<file path="config.mk">
export PLATFORM = sky130hd
export DESIGN_NAME = token_bucket_packet_shaper_unit
export DESIGN_NICKNAME = d
export VERILOG_FILES = /design/src/hw/rtl/tbps_pkg.sv /design/src/hw/rtl/tbps_front.sv /design/src/hw/rtl/tbps_cmdq.sv /design/src/hw/rtl/tbps_back.sv /design/src/hw/rtl/token_bucket_packet_shaper_unit.sv
export SDC_FILE = /design/constraint.sdc
export NUM_CORES = 1
export LEC_CHECK = 0
export BUFFER_PORTS_ARGS = -buffer_cell sky130_fd_sc_hd__buf_2
export CORE_ASPECT_RATIO = 1.1
export CORE_MARGIN = 8
export CORE_UTILIZATION = 47
export CTS_CLUSTER_DIAMETER = 100
export DETAILED_ROUTE_END_ITERATION = 8
export GPL_TIMING_DRIVEN = 0
export PLACE_DENSITY = 0.69
export SYNTH_ARGS = -nofsm -noshare
export SYNTH_HDL_FRONTEND = slang
export SYNTH_SLANG_ARGS = --single-unit
</file>
<file path="constraint.sdc">
create_clock -name i_clk -period 9.61 [get_ports i_clk]
set_input_delay 1.922 -clock i_clk [delete_from_list [all_inputs] [get_ports i_clk]]
set_output_delay 1.922 -clock i_clk [all_outputs]
set_load 0.02 [all_outputs]
</file>
<file path="src/hw/rtl/tbps_pkg.sv">
// Shared types, codes and reset constants for the token bucket packet shaper.
// Used by every module of the shaper; depends on nothing.
`default_nettype none

package tbps_pkg;

    // Field widths fixed by the interface.
    localparam int ReqW   = 2;
    localparam int IdW    = 16;
    localparam int NeedW  = 10;
    localparam int SvcW   = 16;
    localparam int EventW = 3;
    localparam int CfgIdxW  = 2;
    localparam int CfgDataW = 16;

    // Default number of packet slots in the wait queue.
    localparam int QueueDepthDefault = 16;

    // Configuration reset values.
    localparam logic [NeedW-1:0] BucketDepthReset     = 10'd10;
    localparam logic [IdW-1:0]   PacketsExpectedReset = 16'd20;

    // Configuration register indexes.
    localparam logic [CfgIdxW-1:0] CfgBucketDepth     = 2'd0;
    localparam logic [CfgIdxW-1:0] CfgPacketsExpected = 2'd1;

    // Request codes on the input channel.
    localparam logic [ReqW-1:0] ReqTick    = 2'd0;
    localparam logic [ReqW-1:0] ReqArrive  = 2'd1;
    localparam logic [ReqW-1:0] ReqRestart = 2'd2;

    // Event codes on the result channel.
    typedef enum logic [EventW-1:0] {
        EV_TOKEN_ADDED   = 3'd0,
        EV_TOKEN_DROPPED = 3'd1,
        EV_PACKET_DROP   = 3'd2,
        EV_QUEUED        = 3'd3,
        EV_RELEASED      = 3'd4,
        EV_QUEUE_FULL    = 3'd5,
        EV_RESTARTED     = 3'd6
    } t_event;

    // Classified command handed from the front to the back.
    typedef enum logic [1:0] {
        K_TICK,
        K_ARRIVE,
        K_OVERSIZE,
        K_RESTART
    } t_kind;

    typedef struct packed {
        t_kind              kind;
        logic [IdW-1:0]     id;
        logic [NeedW-1:0]   need;
        logic [SvcW-1:0]    svc;
    } t_cmd;

    // One waiting packet in the wait queue.
    typedef struct packed {
        logic [IdW-1:0]     id;
        logic [NeedW-1:0]   need;
        logic [SvcW-1:0]    svc;
    } t_slot;

    // Configuration values seen by the front and the back.
    typedef struct packed {
        logic [NeedW-1:0]   bucket_depth;
        logic [IdW-1:0]     packets_expected;
    } t_cfg;

    // Back sequencer states.
    typedef enum logic {
        B_EXEC,
        B_CHECK
    } t_bstate;

endpackage : tbps_pkg

`default_nettype wire

</file>
<file path="src/hw/rtl/tbps_front.sv">
// Front stage: accepts requests, classifies them and holds one command.
// Depends on tbps_pkg for the command type and request codes.
`default_nettype none

module tbps_front
    import tbps_pkg::*;
(
    input  wire logic              i_clk,
    input  wire logic              i_rst_n,
    input  wire t_cfg              i_cfg,
    input  wire logic              i_valid,
    output logic                   o_ready,
    input  wire logic [ReqW-1:0]   i_req_type,
    input  wire logic [IdW-1:0]    i_packet_id,
    input  wire logic [NeedW-1:0]  i_tokens_needed,
    input  wire logic [SvcW-1:0]   i_service_time,
    output logic                   o_cmd_valid,
    input  wire logic              i_cmd_ready,
    output t_cmd                   o_cmd
);

    logic r_valid, n_valid;
    t_cmd r_cmd, n_cmd;
    logic accept;
    logic keep;

    assign o_ready     = !r_valid || i_cmd_ready;
    assign accept      = i_valid && o_ready;
    assign o_cmd_valid = r_valid;
    assign o_cmd       = r_cmd;

    // Classify the request; an unused request code is taken and discarded.
    always_comb begin
        keep       = 1'b1;
        n_cmd.id   = i_packet_id;
        n_cmd.need = i_tokens_needed;
        n_cmd.svc  = i_service_time;
        unique case (i_req_type)
            ReqTick:    n_cmd.kind = K_TICK;
            ReqArrive: begin
                if (i_tokens_needed > i_cfg.bucket_depth) begin
                    n_cmd.kind = K_OVERSIZE;
                end else begin
                    n_cmd.kind = K_ARRIVE;
                end
            end
            ReqRestart: n_cmd.kind = K_RESTART;
            default: begin
                n_cmd.kind = K_TICK;
                keep       = 1'b0;
            end
        endcase
    end

    // Valid flag of the holding register.
    always_comb begin
        if (accept) begin
            n_valid = keep;
        end else if (i_cmd_ready) begin
            n_valid = 1'b0;
        end else begin
            n_valid = r_valid;
        end
    end

    always_ff @(posedge i_clk) begin
        if (!i_rst_n) begin
            r_valid <= 1'b0;
        end else begin
            r_valid <= n_valid;
        end
    end

    always_ff @(posedge i_clk) begin
        if (accept) begin
            r_cmd <= n_cmd;
        end
    end

endmodule : tbps_front

`default_nettype wire

</file>
<file path="src/hw/rtl/tbps_cmdq.sv">
// Two-entry command queue that decouples the front from the back.
// Depends on tbps_pkg for the command type.
`default_nettype none

module tbps_cmdq
    import tbps_pkg::*;
(
    input  wire logic  i_clk,
    input  wire logic  i_rst_n,
    input  wire logic  i_push_valid,
    output logic       o_push_ready,
    input  wire t_cmd  i_push_cmd,
    output logic       o_pop_valid,
    input  wire logic  i_pop_ready,
    output t_cmd       o_pop_cmd
);

    t_cmd       r_mem [2];
    logic       r_wp, r_rp;
    logic [1:0] r_cnt, n_cnt;
    logic       push, pop;

    assign o_push_ready = (r_cnt != 2'd2);
    assign o_pop_valid  = (r_cnt != 2'd0);
    assign o_pop_cmd    = r_mem[r_rp];
    assign push         = i_push_valid && o_push_ready;
    assign pop          = o_pop_valid && i_pop_ready;

    // Fill level follows pushes and pops.
    always_comb begin
        unique case ({push, pop})
            2'b10:   n_cnt = r_cnt + 2'd1;
            2'b01:   n_cnt = r_cnt - 2'd1;
            default: n_cnt = r_cnt;
        endcase
    end

    always_ff @(posedge i_clk) begin
        if (!i_rst_n) begin
            r_wp  <= 1'b0;
            r_rp  <= 1'b0;
            r_cnt <= 2'd0;
        end else begin
            r_cnt <= n_cnt;
            if (push) begin
                r_wp <= !r_wp;
            end
            if (pop) begin
                r_rp <= !r_rp;
            end
        end
    end

    always_ff @(posedge i_clk) begin
        if (push) begin
            r_mem[r_wp] <= i_push_cmd;
        end
    end

endmodule : tbps_cmdq

`default_nettype wire

</file>
<file path="src/hw/rtl/tbps_back.sv">
// Back stage: bucket and wait queue state, release sequencer and result register.
// Depends on tbps_pkg for command, slot, event and state types.
`default_nettype none

module tbps_back
    import tbps_pkg::*;
#(
    parameter int QUEUE_DEPTH = QueueDepthDefault,
    localparam int IW = $clog2(QUEUE_DEPTH),
    localparam int CW = $clog2(QUEUE_DEPTH + 1)
) (
    input  wire logic               i_clk,
    input  wire logic               i_rst_n,
    input  wire t_cfg               i_cfg,
    input  wire logic               i_cmd_valid,
    output logic                    o_cmd_ready,
    input  wire t_cmd               i_cmd,
    output logic                    o_valid,
    input  wire logic               i_ready,
    output logic [EventW-1:0]       o_event_res,
    output logic [IdW-1:0]          o_out_packet_id,
    output logic [SvcW-1:0]         o_out_service_time,
    output logic [NeedW-1:0]        o_token_level,
    output logic [CW-1:0]           o_queue_level,
    output logic [IdW-1:0]          o_packets_left,
    output logic                    o_last
);

    // Shaper state.
    t_bstate          r_state, n_state;
    logic [NeedW-1:0] r_token, n_token;
    logic [IdW-1:0]   r_rem, n_rem;
    logic [IW-1:0]    r_head, n_head;
    logic [IW-1:0]    r_tail, n_tail;
    logic [CW-1:0]    r_count, n_count;

    // Wait queue memory and its registered head read.
    t_slot            mem [QUEUE_DEPTH];
    t_slot            r_rd;
    logic             mem_we;
    t_slot            wslot;

    // Result register.
    logic             r_ovalid;
    t_event           r_event, n_event;
    logic [IdW-1:0]   r_pid, n_pid;
    logic [SvcW-1:0]  r_svc, n_svc;
    logic [NeedW-1:0] r_tlev;
    logic [CW-1:0]    r_qlev;
    logic [IdW-1:0]   r_left;
    logic             r_last, n_last;

    logic             out_free;
    logic             fire;
    logic             release_ok;
    logic [NeedW-1:0] head_need;
    logic [IdW-1:0]   rem_dec;
    logic [IW-1:0]    tail_inc, head_inc;

    assign out_free    = !r_ovalid || i_ready;
    assign fire        = (r_state == B_CHECK) ? out_free : (i_cmd_valid && out_free);
    assign o_cmd_ready = (r_state == B_EXEC) && out_free;
    assign rem_dec     = (r_rem != '0) ? (r_rem - IdW'(1)) : r_rem;
    assign tail_inc    = (r_tail == IW'(QUEUE_DEPTH - 1)) ? '0 : (r_tail + IW'(1));
    assign head_inc    = (r_head == IW'(QUEUE_DEPTH - 1)) ? '0 : (r_head + IW'(1));
    // With an empty queue the packet just queued is the head.
    assign head_need   = (r_count == '0) ? i_cmd.need : r_rd.need;

    // Next sequencer state.
    always_comb begin
        n_state = r_state;
        unique case (r_state)
            B_EXEC: begin
                if (fire && release_ok) begin
                    n_state = B_CHECK;
                end
            end
            B_CHECK: begin
                if (fire) begin
                    n_state = B_EXEC;
                end
            end
            default: n_state = B_EXEC;
        endcase
    end

    // State updates and the result of this cycle.
    always_comb begin
        n_token    = r_token;
        n_rem      = r_rem;
        n_head     = r_head;
        n_tail     = r_tail;
        n_count    = r_count;
        mem_we     = 1'b0;
        wslot.id   = i_cmd.id;
        wslot.need = i_cmd.need;
        wslot.svc  = i_cmd.svc;
        release_ok = 1'b0;
        n_event    = EV_TOKEN_DROPPED;
        n_pid      = '0;
        n_svc      = '0;
        n_last     = 1'b1;
        unique case (r_state)
            B_EXEC: begin
                unique case (i_cmd.kind)
                    K_TICK: begin
                        if (r_token < i_cfg.bucket_depth && r_rem != '0) begin
                            n_token    = r_token + NeedW'(1);
                            n_event    = EV_TOKEN_ADDED;
                            release_ok = (r_count != '0) && (n_token >= r_rd.need);
                        end else begin
                            n_event = EV_TOKEN_DROPPED;
                        end
                    end
                    K_OVERSIZE: begin
                        n_rem   = rem_dec;
                        n_event = EV_PACKET_DROP;
                        n_pid   = i_cmd.id;
                    end
                    K_ARRIVE: begin
                        n_pid = i_cmd.id;
                        if (r_count == CW'(QUEUE_DEPTH)) begin
                            n_rem   = rem_dec;
                            n_event = EV_QUEUE_FULL;
                        end else begin
                            mem_we     = fire;
                            n_tail     = tail_inc;
                            n_count    = r_count + CW'(1);
                            n_event    = EV_QUEUED;
                            release_ok = (r_token >= head_need);
                        end
                    end
                    K_RESTART: begin
                        n_rem   = i_cfg.packets_expected;
                        n_event = EV_RESTARTED;
                    end
                    default: n_event = EV_TOKEN_DROPPED;
                endcase
                n_last = !release_ok;
            end
            B_CHECK: begin
                n_token = r_token - r_rd.need;
                n_head  = head_inc;
                n_count = r_count - CW'(1);
                n_rem   = rem_dec;
                n_event = EV_RELEASED;
                n_pid   = r_rd.id;
                n_svc   = r_rd.svc;
            end
            default: n_last = 1'b1;
        endcase
    end

    always_ff @(posedge i_clk) begin
        if (!i_rst_n) begin
            r_state  <= B_EXEC;
            r_token  <= '0;
            r_rem    <= PacketsExpectedReset;
            r_head   <= '0;
            r_tail   <= '0;
            r_count  <= '0;
            r_ovalid <= 1'b0;
        end else begin
            r_state <= n_state;
            if (fire) begin
                r_token <= n_token;
                r_rem   <= n_rem;
                r_head  <= n_head;
                r_tail  <= n_tail;
                r_count <= n_count;
            end
            if (fire) begin
                r_ovalid <= 1'b1;
            end else if (i_ready) begin
                r_ovalid <= 1'b0;
            end
        end
    end

    // Result payload.
    always_ff @(posedge i_clk) begin
        if (fire) begin
            r_event <= n_event;
            r_pid   <= n_pid;
            r_svc   <= n_svc;
            r_tlev  <= n_token;
            r_qlev  <= n_count;
            r_left  <= n_rem;
            r_last  <= n_last;
        end
    end

    // Queue memory: write at the tail, read the next head with write forwarding.
    always_ff @(posedge i_clk) begin
        if (mem_we) begin
            mem[r_tail] <= wslot;
        end
    end

    always_ff @(posedge i_clk) begin
        if (mem_we && (r_tail == (fire ? n_head : r_head))) begin
            r_rd <= wslot;
        end else begin
            r_rd <= mem[fire ? n_head : r_head];
        end
    end

    assign o_valid            = r_ovalid;
    assign o_event_res        = r_event;
    assign o_out_packet_id    = r_pid;
    assign o_out_service_time = r_svc;
    assign o_token_level      = r_tlev;
    assign o_queue_level      = r_qlev;
    assign o_packets_left     = r_left;
    assign o_last             = r_last;

endmodule : tbps_back

`default_nettype wire

</file>
<file path="src/hw/rtl/token_bucket_packet_shaper_unit.sv">
// Top level of the token bucket packet shaper: configuration registers,
// front, command queue and back. Depends on tbps_pkg and the tbps_* modules.
//
//  Channel   Direction  Handshake               Payload
//  request   in         i_valid / o_ready       i_req_type, i_packet_id,
//                                               i_tokens_needed, i_service_time
//  result    out        o_valid / i_ready       o_event_res .. o_last
//  config    in         i_cfg_valid / o_cfg_ready  i_cfg_index, i_cfg_data
//
// A request is executed by the back in state B_EXEC; one that also releases the
// head packet takes the back through B_CHECK before the next command is taken.
// The back sequencer and its single result register set that pace. A request is
// held in the front register, then in the command queue, and its first result is
// loaded into the result register. Synchronous reset clears all control state;
// the wait queue memory needs no clearing pass. A stalled result holds the back,
// while the front and the two-entry queue keep taking requests until full.
`default_nettype none

module token_bucket_packet_shaper_unit
    import tbps_pkg::*;
#(
    parameter int QUEUE_DEPTH = QueueDepthDefault,
    localparam int CW = $clog2(QUEUE_DEPTH + 1)
) (
    input  wire logic                 i_clk,
    input  wire logic                 i_rst_n,
    input  wire logic                 i_valid,
    output logic                      o_ready,
    input  wire logic [ReqW-1:0]      i_req_type,
    input  wire logic [IdW-1:0]       i_packet_id,
    input  wire logic [NeedW-1:0]     i_tokens_needed,
    input  wire logic [SvcW-1:0]      i_service_time,
    output logic                      o_valid,
    input  wire logic                 i_ready,
    output logic [EventW-1:0]         o_event_res,
    output logic [IdW-1:0]            o_out_packet_id,
    output logic [SvcW-1:0]           o_out_service_time,
    output logic [NeedW-1:0]          o_token_level,
    output logic [CW-1:0]             o_queue_level,
    output logic [IdW-1:0]            o_packets_left,
    output logic                      o_last,
    input  wire logic                 i_cfg_valid,
    output logic                      o_cfg_ready,
    input  wire logic [CfgIdxW-1:0]   i_cfg_index,
    input  wire logic [CfgDataW-1:0]  i_cfg_data
);

    t_cfg r_cfg;
    logic f_valid, f_ready;
    t_cmd f_cmd;
    logic q_valid, q_ready;
    t_cmd q_cmd;

    assign o_cfg_ready = 1'b1;

    // Configuration registers; writes beyond the list are ignored.
    always_ff @(posedge i_clk) begin
        if (!i_rst_n) begin
            r_cfg.bucket_depth     <= BucketDepthReset;
            r_cfg.packets_expected <= PacketsExpectedReset;
        end else if (i_cfg_valid) begin
            if (i_cfg_index == CfgBucketDepth) begin
                r_cfg.bucket_depth <= i_cfg_data[NeedW-1:0];
            end else if (i_cfg_index == CfgPacketsExpected) begin
                r_cfg.packets_expected <= i_cfg_data[IdW-1:0];
            end
        end
    end

    tbps_front u_front (
        .i_clk           (i_clk),
        .i_rst_n         (i_rst_n),
        .i_cfg           (r_cfg),
        .i_valid         (i_valid),
        .o_ready         (o_ready),
        .i_req_type      (i_req_type),
        .i_packet_id     (i_packet_id),
        .i_tokens_needed (i_tokens_needed),
        .i_service_time  (i_service_time),
        .o_cmd_valid     (f_valid),
        .i_cmd_ready     (f_ready),
        .o_cmd           (f_cmd)
    );

    tbps_cmdq u_cmdq (
        .i_clk        (i_clk),
        .i_rst_n      (i_rst_n),
        .i_push_valid (f_valid),
        .o_push_ready (f_ready),
        .i_push_cmd   (f_cmd),
        .o_pop_valid  (q_valid),
        .i_pop_ready  (q_ready),
        .o_pop_cmd    (q_cmd)
    );

    tbps_back #(
        .QUEUE_DEPTH (QUEUE_DEPTH)
    ) u_back (
        .i_clk              (i_clk),
        .i_rst_n            (i_rst_n),
        .i_cfg              (r_cfg),
        .i_cmd_valid        (q_valid),
        .o_cmd_ready        (q_ready),
        .i_cmd              (q_cmd),
        .o_valid            (o_valid),
        .i_ready            (i_ready),
        .o_event_res        (o_event_res),
        .o_out_packet_id    (o_out_packet_id),
        .o_out_service_time (o_out_service_time),
        .o_token_level      (o_token_level),
        .o_queue_level      (o_queue_level),
        .o_packets_left     (o_packets_left),
        .o_last             (o_last)
    );

endmodule : token_bucket_packet_shaper_unit

`default_nettype wire

</file>
==> results of run 1 <==
## stage by stage
stage                     setup TNS (ns)  std cells  worst slack [ns]
final                                  0       3506             4.361
after global routing                   0       3506             4.232
after CTS                              0       3506             4.381
after detailed placement               0       3332             4.095
after floorplan                        0       2093             3.055
after global placement           -212.48       3282            -1.315
## layout make-up
class                           instances  area (sq um)
Buffer                                115         478.0
Clock buffer                          112          2472
Clock inverter                         62         604.3
Fill cell                            6123         36110
Inverter                               45         168.9
Multi-Input combinational cell        985         10050
Sequential cell                       948         27700
Tap cell                             1054          1319
Timing Repair Buffer                  185          1558
## cells in the mapped netlist, types with 3 or more instances
cell,n
o211ai_1,4
nand4_1,17
nor2b_1,9
a22oi_1,8
mux2i_1,20
nor3_1,18
or2_2,3
o22ai_1,5
xnor2_1,22
a31oi_1,14
clkbuf_1,81
buf_2,19
a221oi_1,7
nand2b_1,11
a211oi_1,12
a21boi_0,4
o31ai_1,5
nor2_1,83
nand3b_1,5
inv_1,44
a21o_1,12
a311oi_1,3
dfxtp_1,77
a2111oi_0,3
mux4_2,209
and3_1,8
a31o_2,3
mux2_2,47
nand3_1,15
a21oi_1,73
xor2_1,20
o21a_1,5
o211a_1,3
buf_1,12
edfxtp_1,871
or3_1,9
or4_1,7
nand4b_1,3
and2_1,28
ha_1,67
o21ai_0,54
nand2_1,133
## flip-flops by register name, summed over array words and instances (netlist names), 2 cells and up, named ones only
name	cells
r_cfg	26
u_front.o_cmd	44
u_back.r_rem	16
u_back.r_count	5
u_back.r_head	4
u_cmdq.r_mem	88
u_back.o_token_level	10
u_back.o_queue_level	5
u_back.o_event_res	3
u_back.o_out_service_time	16
u_back.r_tail	4
u_back.mem	672
u_back.o_packets_left	16
u_back.o_out_packet_id	16
u_cmdq.r_cnt	2
u_back.r_token	10
## worst paths after layout
check                           slack (ns)                   startpoint  depth (start not counted)                             to
worst max-delay path                  4.36                    flip-flop                         13    u_back.mem[2][28]$_DFFE_PP_
worst min-delay path                  0.45  u_front.o_cmd[39]$_DFFE_PP_                          0  u_cmdq.r_mem[0][39]$_DFFE_PP_
worst max register to register        4.36                    flip-flop                         13    u_back.mem[2][28]$_DFFE_PP_
worst min register to register        0.45  u_front.o_cmd[39]$_DFFE_PP_                          0  u_cmdq.r_mem[0][39]$_DFFE_PP_
## metal layers
| layer | share of wire, % | track usage [%] |
|---|---|---|
| met5 | 0 | 0 |
| met1 | 39 | 26.88 |
| met4 | 3.1 | 7.401 |
| met3 | 6.8 | 3.075 |
| met2 | 51 | 36.37 |
## power by group
group | internal (mW) | switching [mW]
combinational | 0.457 | 1.09
clock | 2.05 | 1.59
sequential | 4.99 | 0.0955
## logic make-up (layout without fill, tap and decap cells)
group | after synthesis | in the layout | share of synthesized area, %
adder cells (fa/ha/maj) | 68 | 68 | 2.243
AND/OR/NAND/NOR | 360 | 360 | 4.525
buffers and inverters | 160 | 519 | 1.680
AO/OA/AOI/OAI | 236 | 236 | 3.904
flip-flops | 948 | 948 | 72.37
other | 1 | 1 | 0.009799
multiplexers | 277 | 277 | 14.25
XOR/XNOR | 43 | 43 | 1.020
## placed cells by master, fill, tap and decap left out, types with 13 or more instances in the layout
cell type / n
and2_1: 27
nor3_1: 14
nand4_1: 17
mux4_2: 209
buf_2: 154
edfxtp_1: 871
xnor2_1: 22
clkinv_1: 15
mux2_2: 47
clkbuf_1: 95
nand2_1: 133
inv_1: 44
nor2_1: 70
xor2_1: 20
a31oi_1: 14
buf_12: 18
dfxtp_1: 77
clkbuf_16: 96
o21ai_0: 54
a21oi_1: 73
buf_6: 19
ha_1: 67
clkinv_2: 21
nand3_1: 15
nor2_4: 13
mux2i_1: 20
## critical path: stages (launching register included)
cell      delay (ns)
dfxtp_1         0.31
clkbuf_1        0.60
mux2_2          0.45
inv_1           0.11
ha_1            0.15
clkbuf_1        0.36
inv_1           0.15
nor2_1          0.63
and2_1          0.22
clkbuf_1        0.41
nand2_1         0.35
nor3_2          0.76
buf_6           0.27
buf_8           0.16
==> results.json, run 1 <==
{
  "outcome": "finished clean",
  "avgSynthCellArea_sq_um": 18.28,
  "synth_top_cell_area_share_pct": 68.34,
  "clk_latency_ns": 0.65,
  "portBuffers": 135,
  "nNetsFinal": 2510,
  "antenna_left": 0,
  "hold_viol_final": 0,
  "worst_pin_slew_ns": 1.315,
  "utilization_pct": 55.12,
  "setup_viol": 0,
  "syn-cell-area_sq_mm": 0.03827,
  "worstPathMaxFanout": 10,
  "synth-seq-area-share_pct": 72.37,
  "route.detailed.drc": 0,
  "yosysUniqueCellTypes": 71,
  "crit_arrival_ns": 5.61,
  "pwr_density_cell_mw_per_mm2": 231.6,
  "dp_hpwl_um": 63380,
  "fin_area_sq_mm": 0.04435,
  "pin_count": 137,
  "cts_hold_buf": 0,
  "yosys.area.top_type": "edfxtp_1",
  "cts_sinks": 948,
  "min_period_ns": 5.249,
  "slew_headroom_pct": 12.32,
  "grt_overflow": 0,
  "fin_crit_sh_pct": 54.62,
  "coreArea_sq_mm": 0.08046,
  "synth_fp_nets": 2228,
  "drt_iter0_drc": 2134,
  "peakVddDrop_v": 0.0001583,
  "fmaxAchievable_mhz": 190.5,
  "cap_violations": 0,
  "cts_buffers": 95,
  "die_area_sq_mm": 0.09082,
  "async_reset_ff_share_pct": 0,
  "antenna_found_initial": 1,
  "n_antenna_cell": 0,
  "dr_total_vias": 20779,
  "grt_pass1_wl_um": 139900,
  "gp_congestion": 0.9037,
  "row_count": 109,
  "grt_pass1_vias": 21212,
  "start_util_pct": 47.56,
  "drt_first_pass_iters": 6,
  "holdWs_ns": 0.4461,
  "hold_class": "reg -> reg",
  "synthFlopType": "edfxtp_1",
  "slew_viol_final": 0,
  "worstSetupPathType": "reg -> reg",
  "die_x_um": 288.1,
  "total_leakage_power_nw": 14.50,
  "worst_setup_path_start_kind": "flip-flop",
  "p_total_mw": 10.27,
  "via_per_inst": 5.927,
  "clkSlewWorstSetupHoldPaths_ns": 0.06,
  "synth_warnings": 0,
  "required_ns": 9.97,
  "cts_max_level": 3,
  "crit_path_end_kind": "flip-flop",
  "cts_buffer_depth": 3,
  "postCtsSetupBuffers": 0,
  "grt_max_degree": 46,
  "area_delta_synth_final_pct": 15.89,
  "synth-seq-cells": 948,
  "post_cts_resized": 0,
  "clockRootBuffer": "clkbuf_16",
  "synth_edf_count": 871,
  "wire_per_inst_um": 27.50,
  "rsz0062_at_grt": "false",
  "syn_inst": 2093,
  "drive_gt1_share_pct": 26.22,
  "synth_area_leaders": "edfxtp_1 68%, mux4_2 12%, dfxtp_1 4.0%",
  "grt_usage_pct": 20.96,
  "dpl-instance-area_sq_mm": 0.04127,
  "fin_skew_ns": 0.03576,
  "die_h_um": 315.3,
  "tritoncts": "done",
  "routed_wl_um": 96410
}
Note: power is estimated with default switching activity, not from simulation.
==> inputs of run 2 (changes only) <==
==> constraint.sdc (replaced) <==
create_clock -name i_clk -period 5 [get_ports i_clk]
set_input_delay 1 -clock i_clk [delete_from_list [all_inputs] [get_ports i_clk]]
set_output_delay 1 -clock i_clk [all_outputs]
set_load 0.02 [all_outputs]
==> results.json, run 2 (synthesized netlist as in run 1, its figures left out) <==
{
  "peakVddDrop_v": 0.0003107,
  "clkSlewWorstSetupHoldPaths_ns": 0.06,
  "area_delta_synth_final_pct": 16.22,
  "crit_path_end_kind": "flip-flop",
  "ff_latch_area_sq_mm": 0.02770,
  "slew_headroom_pct": 9.006,
  "total_leakage_power_nw": 14.51,
  "worst_pin_slew_ns": 1.331,
  "route.detailed.drc": 0,
  "antenna_found_initial": 1,
  "worstPathMaxFanout": 19,
  "coreArea_sq_mm": 0.08046,
  "layout_commonest_cell": "edfxtp_1",
  "hold_class": "reg -> reg",
  "dp_slack_ns": -0.1102,
  "clockRootBuffer": "clkbuf_16",
  "grt_overflow": 0,
  "holdWs_ns": 0.4299,
  "grt_max_degree": 45,
  "pwr_density_cell_mw_per_mm2": 447.4,
  "cts_buffers": 95,
  "min_period_ns": 4.741,
  "wire_per_inst_um": 27.68,
  "fin_crit_sh_pct": 94.82,
  "start_util_pct": 47.56,
  "via_per_inst": 5.986,
  "timing.rr.end": "u_back.mem[4][3]$_DFFE_PP_",
  "cts_sinks": 948,
  "grt_usage_pct": 21.17,
  "die_x_um": 288.1,
  "fmaxAchievable_mhz": 210.9,
  "portBuffers": 135,
  "setup_viol": 0,
  "die_area_sq_mm": 0.09082,
  "outcome": "finished clean",
  "slew_viol_final": 0,
  "pin_count": 137,
  "rsz0062_at_grt": "false",
  "drt_first_pass_iters": 6,
  "worstHoldStart": "u_front.o_cmd[1]$_DFFE_PP_",
  "cts_buffer_depth": 3,
  "hold_viol_final": 0,
  "setup_tns_ns": 0,
  "gp_congestion": 0.8749,
  "p_total_mw": 19.90,
  "drive_gt1_share_pct": 25.99,
  "fill_cells": 6099,
  "largest_register_ffs": 672,
  "grt_pass1_vias": 21539,
  "row_count": 109,
  "fin_ws_ns": 0.2588,
  "crit_arrival_ns": 5.09,
  "holdPathStages": 0,
  "die_h_um": 315.3,
  "nNetsFinal": 2500,
  "required_ns": 5.35,
  "dr_total_vias": 20963,
  "tritoncts": "done",
  "worst_setup_path_start_kind": "flip-flop",
  "fin_skew_ns": 0.04334,
  "final_cell_mix": "871 x edfxtp_1, 209 x mux4_2, 154 x buf_2",
  "worstSetupPathType": "reg -> reg",
  "top_register": "u_back.mem",
  "multi_input_area_sq_mm": 0.01009,
  "worstHoldEndpoint": "u_cmdq.r_mem[0][1]$_DFFE_PP_",
  "reg2reg_setup_slack_ns": 0.26,
  "drt_iter0_drc": 2296,
  "grt_pass1_wl_um": 141400,
  "antenna_left": 0,
  "clk_latency_ns": 0.68,
  "ff2ff_path_depth": 12,
  "dp_hpwl_um": 61890,
  "cts_max_level": 3,
  "cap_violations": 0,
  "routed_wl_um": 96920
}
run 2: changes by cell type in the layout (fill, tap and decap cells not counted), moves of 2 or more:
cell and change:
buf_12 +10, buf_16 +3, buf_6 -17, buf_8 -5, bufinv_16 +3, clkbuf_2 +4
clkinv_1 +5, clkinvlp_4 -3, inv_6 -5, nor2_2 +2, nor3_2 -4, nor3_4 +4
run 2: cell type report:
type                    instances  area share, %
clock inverters                62          1.457
well taps                    1054          2.965
flip-flops and latches        948          62.27
inverters                      45         0.3798
plain buffers                 113          1.069
multi-input cells             986          22.68
repair buffers                176          3.539
diodes                          1       0.005626
clock buffers                 117          5.635
run 2: worst max path at each step:
| stage | endpoint | slack [ns] | cells past startpoint |
|---|---|---|---|
| floorplan | u_back.mem[7][0]$_DFFE_PP_ | 0.34 | 11 |
| global placement | u_back.mem[11][3]$_DFFE_PP_ | -3.20 | 11 |
| detailed placement | u_back.mem[12][4]$_DFFE_PP_ | -0.11 | 12 |
| CTS | u_back.o_last$_SDFFCE_PP1N_ | 0.02 | 12 |
| global route | u_back.mem[4][12]$_DFFE_PP_ | 0.03 | 12 |
| finish | u_back.mem[4][3]$_DFFE_PP_ | 0.26 | 12 |
run 2: power breakdown:
part / leakage [nW] / internal, mW / total, mW / switching [mW]
registers: 8.55 / 9.59 / 9.79 / 0.205
clock network: 1.54 / 4.11 / 7.15 / 3.04
logic: 4.42 / 0.893 / 2.96 / 2.07
run 2: layer usage:
metal  vias up  share of wire, %  GRT usage [%]
met5         -                 0              0
met4         0               3.1          7.172
met3       178               7.1          3.449
met2       926                51          36.51
met1     10943                39          27.23
li1       8916                 -              -
run 2: repair_timing:
action                     CTS  global route
gates resized for setup      1             6
hold buffers                 0             0
buffers inserted             3             0
gates cloned                 1             0
setup endpoints to repair   58           149
pin swaps                    2             0
run 2: per-stage QoR:
| step | area [sq um] | instances | util (%) |
|---|---|---|---|
| 3_5_place_dp | 41270 | 3320 | 51.29 |
| 6_report | 44480 | 3502 | 55.28 |
| 5_1_grt | 44480 | 3501 | 55.27 |
| 2_1_floorplan | 38290 | 2093 | - |
| 4_1_cts | 44470 | 3502 | 55.27 |
| 3_3_place_gp | 40280 | 3282 | 50.06 |
run 2: critical path, stage by stage, from the launching register on:
cell      delay, ns
dfxtp_1        0.72
mux2_2         0.45
inv_1          0.11
ha_1           0.16
clkbuf_1       0.36
inv_1          0.16
nor2_2         0.41
and2_1         0.19
clkbuf_1       0.39
nand2_1        0.50
nor2_4         0.47
buf_12         0.24
buf_12         0.22
==> inputs of run 3 (changes only) <==
==> constraint.sdc (replaced) <==
create_clock -name i_clk -period 4.7 [get_ports i_clk]
set_input_delay 0.94 -clock i_clk [delete_from_list [all_inputs] [get_ports i_clk]]
set_output_delay 0.94 -clock i_clk [all_outputs]
set_load 0.02 [all_outputs]
==> results.json, run 3 (synthesized netlist as in run 1, its figures left out) <==
{
  "pin_count": 137,
  "route.detailed.drc": 0,
  "crit_path_end_kind": "flip-flop",
  "worstSetupPathType": "reg -> reg",
  "grt_pass1_wl_um": 141800,
  "largest_register_ffs": 672,
  "area_delta_synth_final_pct": 16.40,
  "dr_total_vias": 20990,
  "fin_area_sq_mm": 0.04454,
  "drive_gt1_share_pct": 26.42,
  "wire_per_inst_um": 27.81,
  "antenna_left": 0,
  "layout_commonest_cell": "edfxtp_1",
  "worst_setup_path_start_kind": "flip-flop",
  "row_count": 109,
  "cts_hold_buf": 0,
  "top_register": "u_back.mem",
  "total_leakage_power_nw": 14.55,
  "setup_viol": 0,
  "holdWs_ns": 0.4306,
  "drt_iter0_drc": 2370,
  "netSwitchingPower_mw": 5.660,
  "clkSlewWorstSetupHoldPaths_ns": 0.06,
  "fin_crit_sh_pct": 95.24,
  "dpl-instance-area_sq_mm": 0.04127,
  "dpl.cell_count": 3320,
  "seq_power_share_pct": 49.2,
  "fmaxAchievable_mhz": 223.4,
  "pwr_density_cell_mw_per_mm2": 475.5,
  "cts_buffers": 95,
  "multi_input_area_sq_mm": 0.01010,
  "ff_latch_area_sq_mm": 0.02770,
  "grt_usage_pct": 21.26,
  "slew_viol_final": 0,
  "via_per_inst": 5.985,
  "fin_cells": 3507,
  "die_area_sq_mm": 0.09082,
  "grt_max_degree": 45,
  "die_h_um": 315.3,
  "n_antenna_cell": 0,
  "slew_headroom_pct": 10.45,
  "final_cell_mix": "871 x edfxtp_1, 209 x mux4_2, 152 x buf_2",
  "cts_max_level": 3,
  "min_period_ns": 4.476,
  "nNetsFinal": 2506,
  "clockRootBuffer": "clkbuf_16",
  "outcome": "finished clean",
  "hold_class": "reg -> reg",
  "crit_arrival_ns": 4.91,
  "grt_pass1_vias": 21597,
  "antenna_found_initial": 1,
  "tritoncts": "done",
  "start_util_pct": 47.56,
  "p_int_mw": 15.52,
  "worstPathMaxFanout": 10,
  "peakVddDrop_v": 0.0003303,
  "fin_ws_ns": 0.2238,
  "dp_slack_ns": -0.4102,
  "cts_buffer_depth": 3,
  "setup_tns_ns": 0,
  "cap_violations": 0,
  "ff2ff_path_depth": 12,
  "coreArea_sq_mm": 0.08046,
  "fin_skew_ns": 0.04308,
  "hold_viol_final": 0,
  "p_total_mw": 21.18,
  "required_ns": 5.14,
  "swShare_pct": 26.72,
  "gp_congestion": 0.8749,
  "cts_sinks": 948,
  "holdPathStages": 0,
  "die_x_um": 288.1,
  "drt_first_pass_iters": 5,
  "pwr-share-comb_pct": 14.9,
  "utilization_pct": 55.36,
  "portBuffers": 135,
  "fill_cells": 6084,
  "p_clk_share_pct": 35.9,
  "grt_overflow": 0,
  "worst_pin_slew_ns": 1.309,
  "dp_hpwl_um": 61890,
  "clk_latency_ns": 0.68,
  "routed_wl_um": 97530
}
## run 3: worst paths after layout
path	startpoint	slack, ns	endpoint
max	flip-flop	0.22	u_back.o_last$_SDFFCE_PP1N_
min	u_front.o_cmd[1]$_DFFE_PP_	0.43	u_cmdq.r_mem[0][1]$_DFFE_PP_
max reg2reg	flip-flop	0.22	u_back.o_last$_SDFFCE_PP1N_
min reg2reg	u_front.o_cmd[1]$_DFFE_PP_	0.43	u_cmdq.r_mem[0][1]$_DFFE_PP_
## run 3: cell type report
type | count | share of cell area (%)
Sequential cell | 948 | 62.18
Multi-Input combinational cell | 987 | 22.67
Clock buffer | 117 | 5.626
Timing Repair Buffer | 180 | 3.629
Tap cell | 1054 | 2.961
Clock inverter | 62 | 1.455
Buffer | 114 | 1.098
Inverter | 45 | 0.3792
## run 3: power groups by stage
stage	combinational (mW)	clock, mW	sequential [mW]
floorplan	1.54	0	10.9
global placement	2.92	0	10.6
detailed placement	3.14	0	10.6
CTS	3.16	7.73	10.4
global route	3.39	8.05	10.5
finish	3.15	7.61	10.4
## run 3: layer usage
| layer | GRT usage [%] | wire length [um] |
|---|---|---|
| met1 | 27.18 | 37630 |
| met3 | 3.463 | 7106 |
| met4 | 7.873 | 3276 |
| met2 | 36.55 | 49510 |
| met5 | 0 | 0 |
## run 3: worst max-delay path: stages, from the launching register on
cell,delay (ns)
dfxtp_1,0.31
clkbuf_1,0.35
clkbuf_2,0.42
clkbuf_2,0.47
mux4_2,0.38
mux4_2,0.54
mux2i_1,0.18
ha_1,0.27
a21o_1,0.18
a21o_1,0.18
a221oi_1,0.50
a21oi_1,0.17
o21ai_0,0.30
## run 3: repair_timing
| action | in CTS | in global routing |
|---|---|---|
| cloned | 2 | 0 |
| pin swaps | 4 | 1 |
| setup buffers | 5 | 2 |
| gates resized for setup | 6 | 9 |
| setup endpoints to repair | 362 | 82 |
